<file path="src/sv/gdc_pkg.sv">
package gdc_pkg;

  typedef logic [21:0] serial_t;
  typedef logic [13:0] year_t;

  // Request codes
  localparam logic FN_LOAD = 1'b0;
  localparam logic FN_ADD  = 1'b1;

  // Status codes
  localparam logic [1:0] ST_OK       = 2'd0;
  localparam logic [1:0] ST_BAD_DATE = 2'd1;
  localparam logic [1:0] ST_RANGE    = 2'd2;

  localparam year_t      BASE_YEAR  = 14'd1601;
  localparam logic [3:0] LAST_STEP  = 4'd13;
  localparam logic [3:0] LAST_MONTH = 4'd12;

  // Year weight of each restoring step: 400-year groups (5 bits),
  // centuries (2 bits), 4-year groups (5 bits), single years (2 bits).
  function automatic logic [12:0] step_years(input logic [3:0] idx);
    logic [12:0] v;
    unique case (idx)
      4'd0:    v = 13'd6400;
      4'd1:    v = 13'd3200;
      4'd2:    v = 13'd1600;
      4'd3:    v = 13'd800;
      4'd4:    v = 13'd400;
      4'd5:    v = 13'd200;
      4'd6:    v = 13'd100;
      4'd7:    v = 13'd64;
      4'd8:    v = 13'd32;
      4'd9:    v = 13'd16;
      4'd10:   v = 13'd8;
      4'd11:   v = 13'd4;
      4'd12:   v = 13'd2;
      4'd13:   v = 13'd1;
      default: v = 13'd0;
    endcase
    return v;
  endfunction

  // Day weight of the same steps.
  function automatic serial_t step_days(input logic [3:0] idx);
    serial_t v;
    unique case (idx)
      4'd0:    v = 22'd2337552;
      4'd1:    v = 22'd1168776;
      4'd2:    v = 22'd584388;
      4'd3:    v = 22'd292194;
      4'd4:    v = 22'd146097;
      4'd5:    v = 22'd73048;
      4'd6:    v = 22'd36524;
      4'd7:    v = 22'd23376;
      4'd8:    v = 22'd11688;
      4'd9:    v = 22'd5844;
      4'd10:   v = 22'd2922;
      4'd11:   v = 22'd1461;
      4'd12:   v = 22'd730;
      4'd13:   v = 22'd365;
      default: v = 22'd0;
    endcase
    return v;
  endfunction

  // Days of the year before the first of a month.
  function automatic logic [8:0] cum_days(input logic leap, input logic [3:0] mon);
    logic [8:0] v;
    unique case (mon)
      4'd1:    v = 9'd0;
      4'd2:    v = 9'd31;
      4'd3:    v = leap ? 9'd60  : 9'd59;
      4'd4:    v = leap ? 9'd91  : 9'd90;
      4'd5:    v = leap ? 9'd121 : 9'd120;
      4'd6:    v = leap ? 9'd152 : 9'd151;
      4'd7:    v = leap ? 9'd182 : 9'd181;
      4'd8:    v = leap ? 9'd213 : 9'd212;
      4'd9:    v = leap ? 9'd244 : 9'd243;
      4'd10:   v = leap ? 9'd274 : 9'd273;
      4'd11:   v = leap ? 9'd305 : 9'd304;
      4'd12:   v = leap ? 9'd335 : 9'd334;
      default: v = 9'd0;
    endcase
    return v;
  endfunction

  function automatic logic [4:0] month_days(input logic leap, input logic [3:0] mon);
    logic [4:0] v;
    unique case (mon)
      4'd2:                     v = leap ? 5'd29 : 5'd28;
      4'd4, 4'd6, 4'd9, 4'd11:  v = 5'd30;
      4'd1, 4'd3, 4'd5, 4'd7,
      4'd8, 4'd10, 4'd12:       v = 5'd31;
      default:                  v = 5'd0;
    endcase
    return v;
  endfunction

endpackage

</file>
<file path="src/sv/gregorian_day_counter.sv">
// Gregorian day counter: holds one day number, day 1 being 1 January 1601.
//
// Input channel (in_valid / in_stall): one request per item. in_func selects
// a load of in_day_in / in_month_in / in_year_in, or an add of the signed
// in_delta_days. A load with a bad date leaves the count as it was and
// reports status 1; an add that would leave 1 .. 31 December MAX_YEAR is
// refused with status 2.
// Result channel (out_valid / out_stall): exactly one result per request,
// the stored date as day, month, year and day number, plus the status.
//
// Timing: one request at a time; in_stall stays high until the result sits
// in the output register. A load with its year out of range and an add
// leaving the span go straight to the result; all other requests run the
// 14 restoring steps of the shared subtractor that split years into 400-,
// 100-, 4- and 1-year groups, plus 4 month-search steps and one day step
// on the same subtractor for an add.
// A held result (out_stall high) blocks only the final write-back; the
// next request is taken as soon as the result enters the output register.
// Reset: synchronous, active low; the count returns to 1 January 1601.
module gregorian_day_counter #(
  parameter int MAX_YEAR = 9999
) (
  input  logic                  clk,
  input  logic                  rst_n,
  input  logic                  in_valid,
  output logic                  in_stall,
  input  logic                  in_func,
  input  logic [4:0]            in_day_in,
  input  logic [3:0]            in_month_in,
  input  logic [13:0]           in_year_in,
  input  logic signed [21:0]    in_delta_days,
  output logic                  out_valid,
  input  logic                  out_stall,
  output logic [4:0]            out_day_out,
  output logic [3:0]            out_month_out,
  output logic [13:0]           out_year_out,
  output gdc_pkg::serial_t      out_serial_out,
  output logic [1:0]            out_status
);
  import gdc_pkg::*;

  // Last valid day number: days in all years 1601 .. MAX_YEAR.
  localparam int SpanYears = MAX_YEAR - 1600;
  localparam int MaxSerial = SpanYears * 365 + SpanYears / 4 - SpanYears / 100
                             + SpanYears / 400;
  localparam year_t        MaxYearW   = 14'(MAX_YEAR);
  localparam logic [23:0]  MaxSerialW = 24'(MaxSerial);

  // Sequencer states
  localparam logic [2:0] S_IDLE  = 3'd0;
  localparam logic [2:0] S_PREP  = 3'd1;
  localparam logic [2:0] S_STEP  = 3'd2;
  localparam logic [2:0] S_LCHK  = 3'd3;
  localparam logic [2:0] S_MSRCH = 3'd4;
  localparam logic [2:0] S_MDAY  = 3'd5;
  localparam logic [2:0] S_OUT   = 3'd6;

  logic [2:0]         state_r, state_nxt;
  logic               func_r, func_nxt;
  logic [4:0]         day_in_r, day_in_nxt;
  logic [3:0]         month_in_r, month_in_nxt;
  year_t              year_in_r, year_in_nxt;
  logic signed [21:0] delta_r, delta_nxt;
  serial_t            rem_r, rem_nxt;     // years left (load) or days left (add)
  serial_t            acc_r, acc_nxt;     // days gathered (load) or years gathered (add)
  logic [3:0]         idx_r, idx_nxt;
  logic [13:0]        taken_r, taken_nxt; // one bit per restoring step
  logic [3:0]         mon_r, mon_nxt;
  logic [1:0]         bcnt_r, bcnt_nxt;
  serial_t            serial_r, serial_nxt;
  logic [4:0]         st_day_r, st_day_nxt;
  logic [3:0]         st_mon_r, st_mon_nxt;
  year_t              st_year_r, st_year_nxt;
  logic [1:0]         status_r, status_nxt;
  logic               out_valid_r, out_valid_nxt;
  logic [4:0]         out_day_r, out_day_nxt;
  logic [3:0]         out_mon_r, out_mon_nxt;
  year_t              out_year_r, out_year_nxt;
  serial_t            out_serial_r, out_serial_nxt;
  logic [1:0]         out_status_r, out_status_nxt;

  serial_t            opb;
  logic [22:0]        diff;
  logic               borrow;
  logic               leap;
  logic [3:0]         try_mon;
  logic [23:0]        sum_w;
  logic               date_ok;

  assign in_stall = ~rst_n | (state_r != S_IDLE);

  // Leap year from the quotient bits: last year of a 4-year group, and not
  // the last year of a century unless it closes a 400-year group.
  assign leap = (taken_r[1:0] == 2'b11) &&
                ((taken_r[6:2] != 5'd24) || (taken_r[8:7] == 2'b11));

  assign try_mon = mon_r | (4'b1000 >> bcnt_r);

  // Shared subtractor: remainder minus a step weight or a month offset
  always_comb begin
    unique case (state_r)
      S_STEP:  opb = (func_r == FN_ADD) ? step_days(idx_r)
                                        : {9'd0, step_years(idx_r)};
      S_MSRCH: opb = {13'd0, cum_days(leap, try_mon)};
      S_MDAY:  opb = {13'd0, cum_days(leap, mon_r)};
      default: opb = '0;
    endcase
  end

  assign diff   = {1'b0, rem_r} - {1'b0, opb};
  assign borrow = diff[22];

  assign sum_w = {2'b00, serial_r} + {{2{delta_r[21]}}, delta_r};

  assign date_ok = (month_in_r >= 4'd1) && (month_in_r <= LAST_MONTH) &&
                   (day_in_r != 5'd0) && (day_in_r <= month_days(leap, month_in_r));

  always_comb begin
    state_nxt      = state_r;
    func_nxt       = func_r;
    day_in_nxt     = day_in_r;
    month_in_nxt   = month_in_r;
    year_in_nxt    = year_in_r;
    delta_nxt      = delta_r;
    rem_nxt        = rem_r;
    acc_nxt        = acc_r;
    idx_nxt        = idx_r;
    taken_nxt      = taken_r;
    mon_nxt        = mon_r;
    bcnt_nxt       = bcnt_r;
    serial_nxt     = serial_r;
    st_day_nxt     = st_day_r;
    st_mon_nxt     = st_mon_r;
    st_year_nxt    = st_year_r;
    status_nxt     = status_r;
    out_valid_nxt  = out_valid_r & out_stall;
    out_day_nxt    = out_day_r;
    out_mon_nxt    = out_mon_r;
    out_year_nxt   = out_year_r;
    out_serial_nxt = out_serial_r;
    out_status_nxt = out_status_r;

    unique case (state_r)
      S_IDLE: begin
        if (in_valid && !in_stall) begin
          func_nxt     = in_func;
          day_in_nxt   = in_day_in;
          month_in_nxt = in_month_in;
          year_in_nxt  = in_year_in;
          delta_nxt    = in_delta_days;
          state_nxt    = S_PREP;
        end
      end
      S_PREP: begin
        acc_nxt = '0;
        idx_nxt = '0;
        if (func_r == FN_LOAD) begin
          if ((year_in_r >= BASE_YEAR) && (year_in_r <= MaxYearW)) begin
            rem_nxt   = {8'd0, year_in_r - BASE_YEAR};
            state_nxt = S_STEP;
          end else begin
            status_nxt = ST_BAD_DATE;
            state_nxt  = S_OUT;
          end
        end else begin
          // Refuse sums below day 1 or past the last day of MAX_YEAR
          if (sum_w[23] || (sum_w == 24'd0) || (sum_w > MaxSerialW)) begin
            status_nxt = ST_RANGE;
            state_nxt  = S_OUT;
          end else begin
            serial_nxt = sum_w[21:0];
            rem_nxt    = sum_w[21:0] - 22'd1;
            state_nxt  = S_STEP;
          end
        end
      end
      S_STEP: begin
        taken_nxt = {taken_r[12:0], ~borrow};
        if (!borrow) begin
          rem_nxt = diff[21:0];
          acc_nxt = acc_r + ((func_r == FN_ADD) ? {9'd0, step_years(idx_r)}
                                                : step_days(idx_r));
        end
        idx_nxt = idx_r + 4'd1;
        if (idx_r == LAST_STEP) begin
          mon_nxt   = '0;
          bcnt_nxt  = '0;
          state_nxt = (func_r == FN_ADD) ? S_MSRCH : S_LCHK;
        end
      end
      S_LCHK: begin
        if (date_ok) begin
          serial_nxt  = acc_r + {13'd0, cum_days(leap, month_in_r)} + {17'd0, day_in_r};
          st_day_nxt  = day_in_r;
          st_mon_nxt  = month_in_r;
          st_year_nxt = year_in_r;
          status_nxt  = ST_OK;
        end else begin
          status_nxt  = ST_BAD_DATE;
        end
        state_nxt = S_OUT;
      end
      S_MSRCH: begin
        // Keep the largest month whose start lies at or before the day
        if (!borrow && (try_mon <= LAST_MONTH)) begin
          mon_nxt = try_mon;
        end
        bcnt_nxt = bcnt_r + 2'd1;
        if (bcnt_r == 2'd3) begin
          state_nxt = S_MDAY;
        end
      end
      S_MDAY: begin
        st_day_nxt  = diff[4:0] + 5'd1;
        st_mon_nxt  = mon_r;
        st_year_nxt = BASE_YEAR + acc_r[13:0];
        status_nxt  = ST_OK;
        state_nxt   = S_OUT;
      end
      S_OUT: begin
        // Hold until the output register is free
        if (!out_valid_r || !out_stall) begin
          out_valid_nxt  = 1'b1;
          out_day_nxt    = st_day_r;
          out_mon_nxt    = st_mon_r;
          out_year_nxt   = st_year_r;
          out_serial_nxt = serial_r;
          out_status_nxt = status_r;
          state_nxt      = S_IDLE;
        end
      end
      default: state_nxt = S_IDLE;
    endcase
  end

  always_ff @(posedge clk) begin
    if (!rst_n) begin
      state_r     <= S_IDLE;
      out_valid_r <= 1'b0;
      serial_r    <= 22'd1;
      st_day_r    <= 5'd1;
      st_mon_r    <= 4'd1;
      st_year_r   <= BASE_YEAR;
    end else begin
      state_r     <= state_nxt;
      out_valid_r <= out_valid_nxt;
      serial_r    <= serial_nxt;
      st_day_r    <= st_day_nxt;
      st_mon_r    <= st_mon_nxt;
      st_year_r   <= st_year_nxt;
    end
  end

  always_ff @(posedge clk) begin
    func_r       <= func_nxt;
    day_in_r     <= day_in_nxt;
    month_in_r   <= month_in_nxt;
    year_in_r    <= year_in_nxt;
    delta_r      <= delta_nxt;
    rem_r        <= rem_nxt;
    acc_r        <= acc_nxt;
    idx_r        <= idx_nxt;
    taken_r      <= taken_nxt;
    mon_r        <= mon_nxt;
    bcnt_r       <= bcnt_nxt;
    status_r     <= status_nxt;
    out_day_r    <= out_day_nxt;
    out_mon_r    <= out_mon_nxt;
    out_year_r   <= out_year_nxt;
    out_serial_r <= out_serial_nxt;
    out_status_r <= out_status_nxt;
  end

  assign out_valid      = out_valid_r;
  assign out_day_out    = out_day_r;
  assign out_month_out  = out_mon_r;
  assign out_year_out   = out_year_r;
  assign out_serial_out = out_serial_r;
  assign out_status     = out_status_r;

endmodule

</file>
<file path="config.mk">
export PLATFORM = sky130hd
export DESIGN_NAME = gregorian_day_counter
export DESIGN_NICKNAME = d
export VERILOG_FILES = /design/src/sv/gdc_pkg.sv /design/src/sv/gregorian_day_counter.sv
export SDC_FILE = /design/constraint.sdc
export NUM_CORES = 1
export LEC_CHECK = 0
export BUFFER_PORTS_ARGS = -buffer_cell sky130_fd_sc_hd__buf_2
export CORE_MARGIN = 2
export CORE_UTILIZATION = 30
export CTS_CLUSTER_SIZE = 24
export DETAILED_ROUTE_END_ITERATION = 8
export GPL_ROUTABILITY_DRIVEN = 0
export PLACE_DENSITY = 0.5
export SYNTH_ARGS = -nofsm -noshare
export SYNTH_HDL_FRONTEND = slang
export SYNTH_SLANG_ARGS = --single-unit
export TNS_END_PERCENT = 10
</file>
<file path="constraint.sdc">
create_clock -name clk -period 7.1 [get_ports clk]
set_input_delay 1.775 -clock clk [delete_from_list [all_inputs] [get_ports clk]]
set_output_delay 1.775 -clock clk [all_outputs]
set_load 0.03 [all_outputs]
</file>
==> results of run 1 <==
## metal layers
layer | GRT usage | routed length (microns) | vias to the layer above
met5 | 0 | 0 | -
met4 | 0.0567 | 1430 | 0
met3 | 0.0187 | 2050 | 76
met2 | 0.267 | 20200 | 298
met1 | 0.217 | 20100 | 5854
li1 | - | - | 6059
## Yosys cell counts, drive strengths merged (26+ instances only)
master | count | area, sq um
o21ai | 99 | 503
ha | 105 | 1310
nand3 | 36 | 180
nand2 | 185 | 694
xnor2 | 64 | 583
xor2 | 53 | 464
mux2i | 46 | 460
edfxtp | 158 | 4740
nor2 | 138 | 518
clkbuf | 75 | 282
a21oi | 120 | 601
inv | 47 | 176
nor3 | 41 | 221
dfxtp | 84 | 1680
a31oi | 28 | 190
o211ai | 32 | 240
and3 | 26 | 163
## worst max-delay path: cells and delay by family, from the launching register on
kind	cells	cell delay, ps
compound gates	13	2410
simple gates	5	1100
buf+inv	3	490
fa+ha+maj	3	650
flops	1	400
## power by group through the flow
stage	clock network [W]	registers [W]	logic [W]
floorplan	0	0.00199	0.00210
global placement	0	0.00214	0.00277
detailed placement	0	0.00215	0.00279
CTS	0.00155	0.00212	0.00280
global route	0.00160	0.00216	0.00312
finish	0.00151	0.00212	0.00280
## cells by family (layout without fill, tap and decap cells)
kind of cell,Yosys count,after routing
simple gates,546,546
xor+xnor,117,117
compound gates,413,413
flops,242,242
mux,66,66
fa+ha+maj,114,114
buf+inv,133,217
## cell usage in the layout, fill, tap and decap left out, types with 16 or more instances in the layout
cell	Yosys	routed
buf_2	3	98
buf_4	0	16
o211ai_1	32	32
nor2b_1	23	23
clkbuf_16	0	32
and3_1	26	26
ha_1	105	105
o21ai_0	93	93
xor2_1	53	53
xnor2_1	61	61
inv_1	47	47
a21oi_1	120	118
o22ai_1	18	18
mux2i_1	46	46
mux2_2	19	19
nor3_1	39	39
a31oi_1	27	26
nand2_1	185	185
edfxtp_1	158	158
dfxtp_1	84	84
a21o_1	25	25
nor2_1	138	137
nand3_1	36	36
nand2b_1	22	21
## final timing paths
check / from / end / cells after the start / slack, ps
hold / removal: st_year_r[5] / out_year_out[5] / 0 / 430
setup reg to reg: bcnt_r[0] / rem_r[11] / 24 / 1680
setup / recovery: bcnt_r[0] / rem_r[11] / 24 / 1680
hold reg to reg: st_year_r[5] / out_year_out[5] / 0 / 430
## layout make-up
| class | count | area [sq um] | share of cell area |
|---|---|---|---|
| sequential | 242 | 6430 | 0.365 |
| inverter | 47 | 176 | 0.0100 |
| timing repair buffer | 114 | 611 | 0.0347 |
| clock inverter | 10 | 82.6 | 0.00469 |
| clock buffer | 46 | 893 | 0.0507 |
| multi-input combinational | 1256 | 8570 | 0.487 |
| tap | 680 | 851 | 0.0483 |
## metrics by stage
stage	instances	setup WS, ps	cell area, sq um
CTS	2395	1670	17600
global route	2395	1110	17600
floorplan	1631	1860	15500
global placement	2339	1760	16600
finish	2395	1680	17600
detailed placement	2339	1730	16600
==> metrics.md, run 1 <==
| Metric | Value |
|---|---|
| Top Ports | `99` |
| Compound-Gate Fraction of Synth Area | `0.174` |
| Grt total ovfl | `0` |
| Layout cells sized above 1 | `0.127` |
| Vias per Instance | `5.13` |
| Sw Share | `0.410` |
| NumNets Final | `1,855` |
| Routed Antenna Nets | `0` |
| VDD IR max | `0.212 mV` |
| Synth Cell Area | `15,500 sq um` |
| Chip width | `231 microns` |
| Pleak | `6.98 nW` |
| Total power | `0.00643 W` |
| Routed len/inst | `18.2 microns` |
| RSZ-0062 raised after global routing | `no` |
| Initial Util | `0.302` |
| Hold_ws | `427 ps` |
| CP endpoint kind | `flop` |
| Mapped Nets | `1,795` |
| Slew @ Worst Pin | `1060 ps` |
| I/O Buffers | `98` |
| Total GRT Usage | `0.161` |
| Startpoint Class | `flop` |
| Cell breakdown of the critical path | `inv_1 -> ha_1 -> nor2_1 -> nor2_1 -> a21oi_1 -> nor2_1 -> o21ai_0 -> a21oi_1 -> a21oi_1 -> o21ai_0 -> ha_1 -> inv_1 -> fa_1 -> nand3_1 -> a21oi_1 -> o21ai_0 -> a31oi_1 -> o221ai_1 -> a21oi_1 -> a31oi_1 -> o21ai_0 -> nand2_1 -> a31oi_2 -> buf_4` |
| Cells after synthesis | `1,631` |
| CTS tree | `yes` |
| Final Core Density | `0.344` |
| Clk network pwr share | `0.235` |
| Total Wirelength | `43,700 microns` |
| Critical Path AT | `5660 ps` |
| Ys Warns | `0` |
| Cts repair resizes | `0` |
| H-tree level count | `1` |
| Internal | `0.00380 W` |
| Longest Clk Path Bufs | `3` |
| Simple-gate share of the synthesized area | `0.168` |
| Core ar. | `51,200 sq um` |
| Synth Register Bits | `242` |
| Slowest Stage Delay on Critical Path | `540 ps` |
| 1st-pass router iterations | `5` |
| Slew HR | `0.286` |
| Final setup fails | `0` |
| DP HPWL | `32,300 microns` |
| Fillcell total | `5,235` |
| Via count | `12,300` |
| Pwr/cell area | `365 nW/um^2` |
| Cell mode on critical path | `a21oi_1` |
| Root buffer cell | `clkbuf_16` |
| Clock transition at the registers of the reported paths | `60 ps` |
| Number of global-route vias before repair | `11,900` |
| Initial antenna violation count | `0` |
| Synth cell types | `84` |
| DRC violations left | `0` |
| Fraction of the mapped netlist area in adder cells | `0.0965` |
| Max-cap violations | `0` |
| CP Max Fanout | `22` |
| Share of power burned in registers | `0.330` |
| Final hold vios | `0` |
| Largest family of logic cells by synthesized area | `compound AO/OA/AOI/OAI gates` |
| Clk_skew | `17.8 ps` |
| Largest net degree at the start of global routing | `72` |
| Shortest period the worst path allows | `5420 ps` |
| Logic pwr share | `0.435` |
| Num rows | `83` |
| Antenna cells | `0` |
| Inserted Clock Buffers | `30` |
| Die height | `231 microns` |
| Setup Total Neg Slack | `0 ps` |
| Dominant synthesized flop cell | `edfxtp_1` |
| Final max-slew violation count | `0` |
| First-pass GRT wire length | `67,800 microns` |
| Sequential area share after synthesis | `0.415` |
| Synth Area in XOR/XNOR | `0.0676` |
| Worst Path Required | `7340 ps` |
| FFs w/ async S/R, synth | `0` |
| Die Area | `53,400 sq um` |
| Status | `finished, final reports clean` |
| Clk_lat worst skew | `570 ps` |
| Tcrit/Tclk final | `0.764` |
| CTS Hold Bufs | `0` |
| Worst hold path type | `reg -> reg` |
| Syn avg cell area | `9.49 sq um` |
| Max Fclk | `184 MHz` |
| Number of synthesized flops with an enable pin | `158` |
| Mux cell area share after synthesis | `0.0443` |
| First-iteration detailed-routing DRC count | `821` |
| Worst path slowest cell | `nor2_1` |
| Crit Path Category | `reg -> reg` |
| Switching power | `0.00264 W` |
| Clock sink count | `242` |
| Synth-to-Final Area Change | `13.7%` |
| Setup bufs post-CTS | `0` |
Note: power is estimated with default switching activity, not from simulation.
==> run 2, diff against run 1 <==
==> constraint.sdc (replaced) <==
create_clock -name clk -period 5.1 [get_ports clk]
set_input_delay 1.275 -clock clk [delete_from_list [all_inputs] [get_ports clk]]
set_output_delay 1.275 -clock clk [all_outputs]
set_load 0.03 [all_outputs]
==> metrics.md, run 2 (synthesis gave the netlist of run 1 again) <==
| Metric | Value |
|---|---|
| Status | `finished, final reports clean` |
| Cts repair resizes | `0 (unchanged)` |
| Clk_skew | `21.2 ps (+3.34 ps)` |
| CP endpoint kind | `flop` |
| Number of global-route vias before repair | `11,900 (-0.25%)` |
| Final setup fails | `0 (unchanged)` |
| Cell breakdown of the critical path | `nor4b_1 -> nand3_1 -> and3_1 -> buf_4 -> o21ai_0 -> nand2_1 -> o21ai_0 -> a32oi_1 -> o21ai_0 -> fa_1 -> ha_1 -> fa_1 -> a21o_1 -> a21oi_2 -> o21bai_1 -> a21oi_2 -> o21a_1 -> nor3_1 -> nor3b_1 -> xor2_1 -> o211ai_1 -> mux2i_1` |
| Dpl cells | `2,373 (+1.5%)` |
| H-tree level count | `1 (unchanged)` |
| Slowest Stage Delay on Critical Path | `460 ps (-80 ps)` |
| CTS tree | `yes` |
| Worst path slowest cell | `fa_1` |
| Hold_ws | `420 ps (-7.17 ps)` |
| Antenna cells | `0 (unchanged)` |
| Routed len/inst | `17.9 microns (-1.7%)` |
| Initial Util | `0.302 (unchanged)` |
| Chip width | `231 microns (unchanged)` |
| Tcrit/Tclk final | `0.931 (+0.167)` |
| Die height | `231 microns (unchanged)` |
| Cell mode on critical path | `o21ai_0` |
| CP top delay family | `compound AO/OA/AOI/OAI gates` |
| Hold Crit Depth | `0 (unchanged)` |
| Clk_lat worst skew | `570 ps (about the same)` |
| VDD IR max | `0.233 mV (+10%)` |
| Worst hold path type | `reg -> reg` |
| Max-cap violations | `0 (unchanged)` |
| Pwr/cell area | `508 nW/um^2 (+39%)` |
| Commonest non-fill, non-tap cell in the layout | `nand2_1` |
| Crit Path Category | `reg -> reg` |
| Via count | `12,400 (+0.82%)` |
| Setup bufs post-CTS | `0 (unchanged)` |
| Largest net degree at the start of global routing | `72 (unchanged)` |
| CP startpoint | `taken_r[3]` |
| CTS Hold Bufs | `0 (unchanged)` |
| Vias per Instance | `5.11 (-0.47%)` |
| Cell depth of the worst setup path | `22 (-8.3%)` |
| Die Area | `53,400 sq um (unchanged)` |
| RSZ-0062 raised after global routing | `no` |
| Slew @ Worst Pin | `1010 ps (-45.7 ps)` |
| Total Wirelength | `43,500 microns (-0.41%)` |
| Hold path startpoint | `status_r[0]` |
| Critical Path AT | `5160 ps (-500 ps)` |
| R2R cell count | `22 (-8.3%)` |
| Placement Cell Area | `16,900 sq um (+1.7%)` |
| I/O Buffers | `98 (unchanged)` |
| CP Max Fanout | `7 (-68%)` |
| First-pass GRT wire length | `67,100 microns (-1.0%)` |
| Pleak | `7.19 nW (+3.0%)` |
| First-iteration detailed-routing DRC count | `777 (-5.4%)` |
| Grt total ovfl | `0 (unchanged)` |
| 1st-pass router iterations | `6 (+1)` |
| Clock transition at the registers of the reported paths | `70 ps (about the same)` |
| Final Non-Filler Cells | `2,426 (+1.3%)` |
| Root buffer cell | `clkbuf_16` |
| Worst r2r src | `taken_r[3]` |
| Shortest period the worst path allows | `4750 ps (-676 ps)` |
| Final max-slew violation count | `0 (unchanged)` |
| Max Fclk | `211 MHz (+14%)` |
| Startpoint Class | `flop` |
| Core ar. | `51,200 sq um (unchanged)` |
| Setup Total Neg Slack | `0 ps (unchanged)` |
| Slew HR | `0.317 (+0.0309)` |
| CP Buf/Inv Count | `1 (-2)` |
| Longest Clk Path Bufs | `3 (unchanged)` |
| Synth-to-Final Area Change | `16.0%` |
| DRC violations left | `0 (unchanged)` |
| DP HPWL | `33,000 microns (+2.0%)` |
| Routed Antenna Nets | `0 (unchanged)` |
| Most frequent cells in the layout | `185 x nand2_1, 158 x edfxtp_1, 136 x nor2_1` |
| NumNets Final | `1,888 (+1.8%)` |
| Layout cells sized above 1 | `0.148 (+0.0218)` |
| Initial antenna violation count | `0 (unchanged)` |
| Top Ports | `99 (unchanged)` |
| Worst Path Required | `5520 ps (-1820 ps)` |
| Total GRT Usage | `0.159 (-0.00261)` |
| Final instance area | `18,000 sq um (+2.0%)` |
| Clock sink count | `242 (unchanged)` |
| Final hold vios | `0 (unchanged)` |
| Inserted Clock Buffers | `29 (-3.3%)` |
| Num rows | `83 (unchanged)` |
run 2: cell types whose count changed in the layout (fill, tap and decap cells not counted), sizes merged:
cell,previous run,this run
clkinvlp,2,0
buf,114,148
bufinv,1,0
inv,49,53
clkbuf,46,42
run 2: cell type report:
class                   count  area [sq um]
clock buffers              42           933
well taps                 680           851
multi-input cells        1256          8600
flip-flops and latches    242          6430
fillers                  5158         33200
repair buffers            148           891
clock inverters            11          86.3
inverters                  47           176
run 2: metal layers:
metal / global-route usage / share of wire / up-vias
met5: 0 / 0 / -
met4: 0.0452 / 0.025 / 0
met3: 0.0178 / 0.044 / 53
met2: 0.266 / 0.47 / 277
met1: 0.216 / 0.46 / 5918
li1: - / - / 6140
run 2: power breakdown:
group / leakage [nW] / internal [W] / switching [W]
Clock: 0.505 / 0.00129 / 0.000874
Sequential: 2.19 / 0.00256 / 0.000368
Combinational: 4.49 / 0.00157 / 0.00247
Total: 7.19 / 0.00542 / 0.00371
run 2: path summary, 6_finish.rpt:
check / to / slack [ps]
worst min register to register: out_status[0] / 420
worst max-delay path: serial_r[21] / 350
worst min-delay path: out_status[0] / 420
worst max register to register: serial_r[21] / 350
run 2: stage by stage:
step                 util  worst slack, ps  power (W)
floorplan               -             -139    0.00570
global placement    0.330              238    0.00692
detailed placement  0.330              110    0.00696
CTS                 0.350             74.0    0.00917
global route        0.351             36.5    0.00974
finish              0.351              352    0.00913
run 2: worst register-to-register path: cells and delay by family (launching register included):
kind,cells,cell delay (ps)
mux,1,90
fa+ha+maj,3,1100
compound gates,10,1660
buf+inv,1,180
simple gates,6,1070
xor+xnor,1,140
flops,1,390
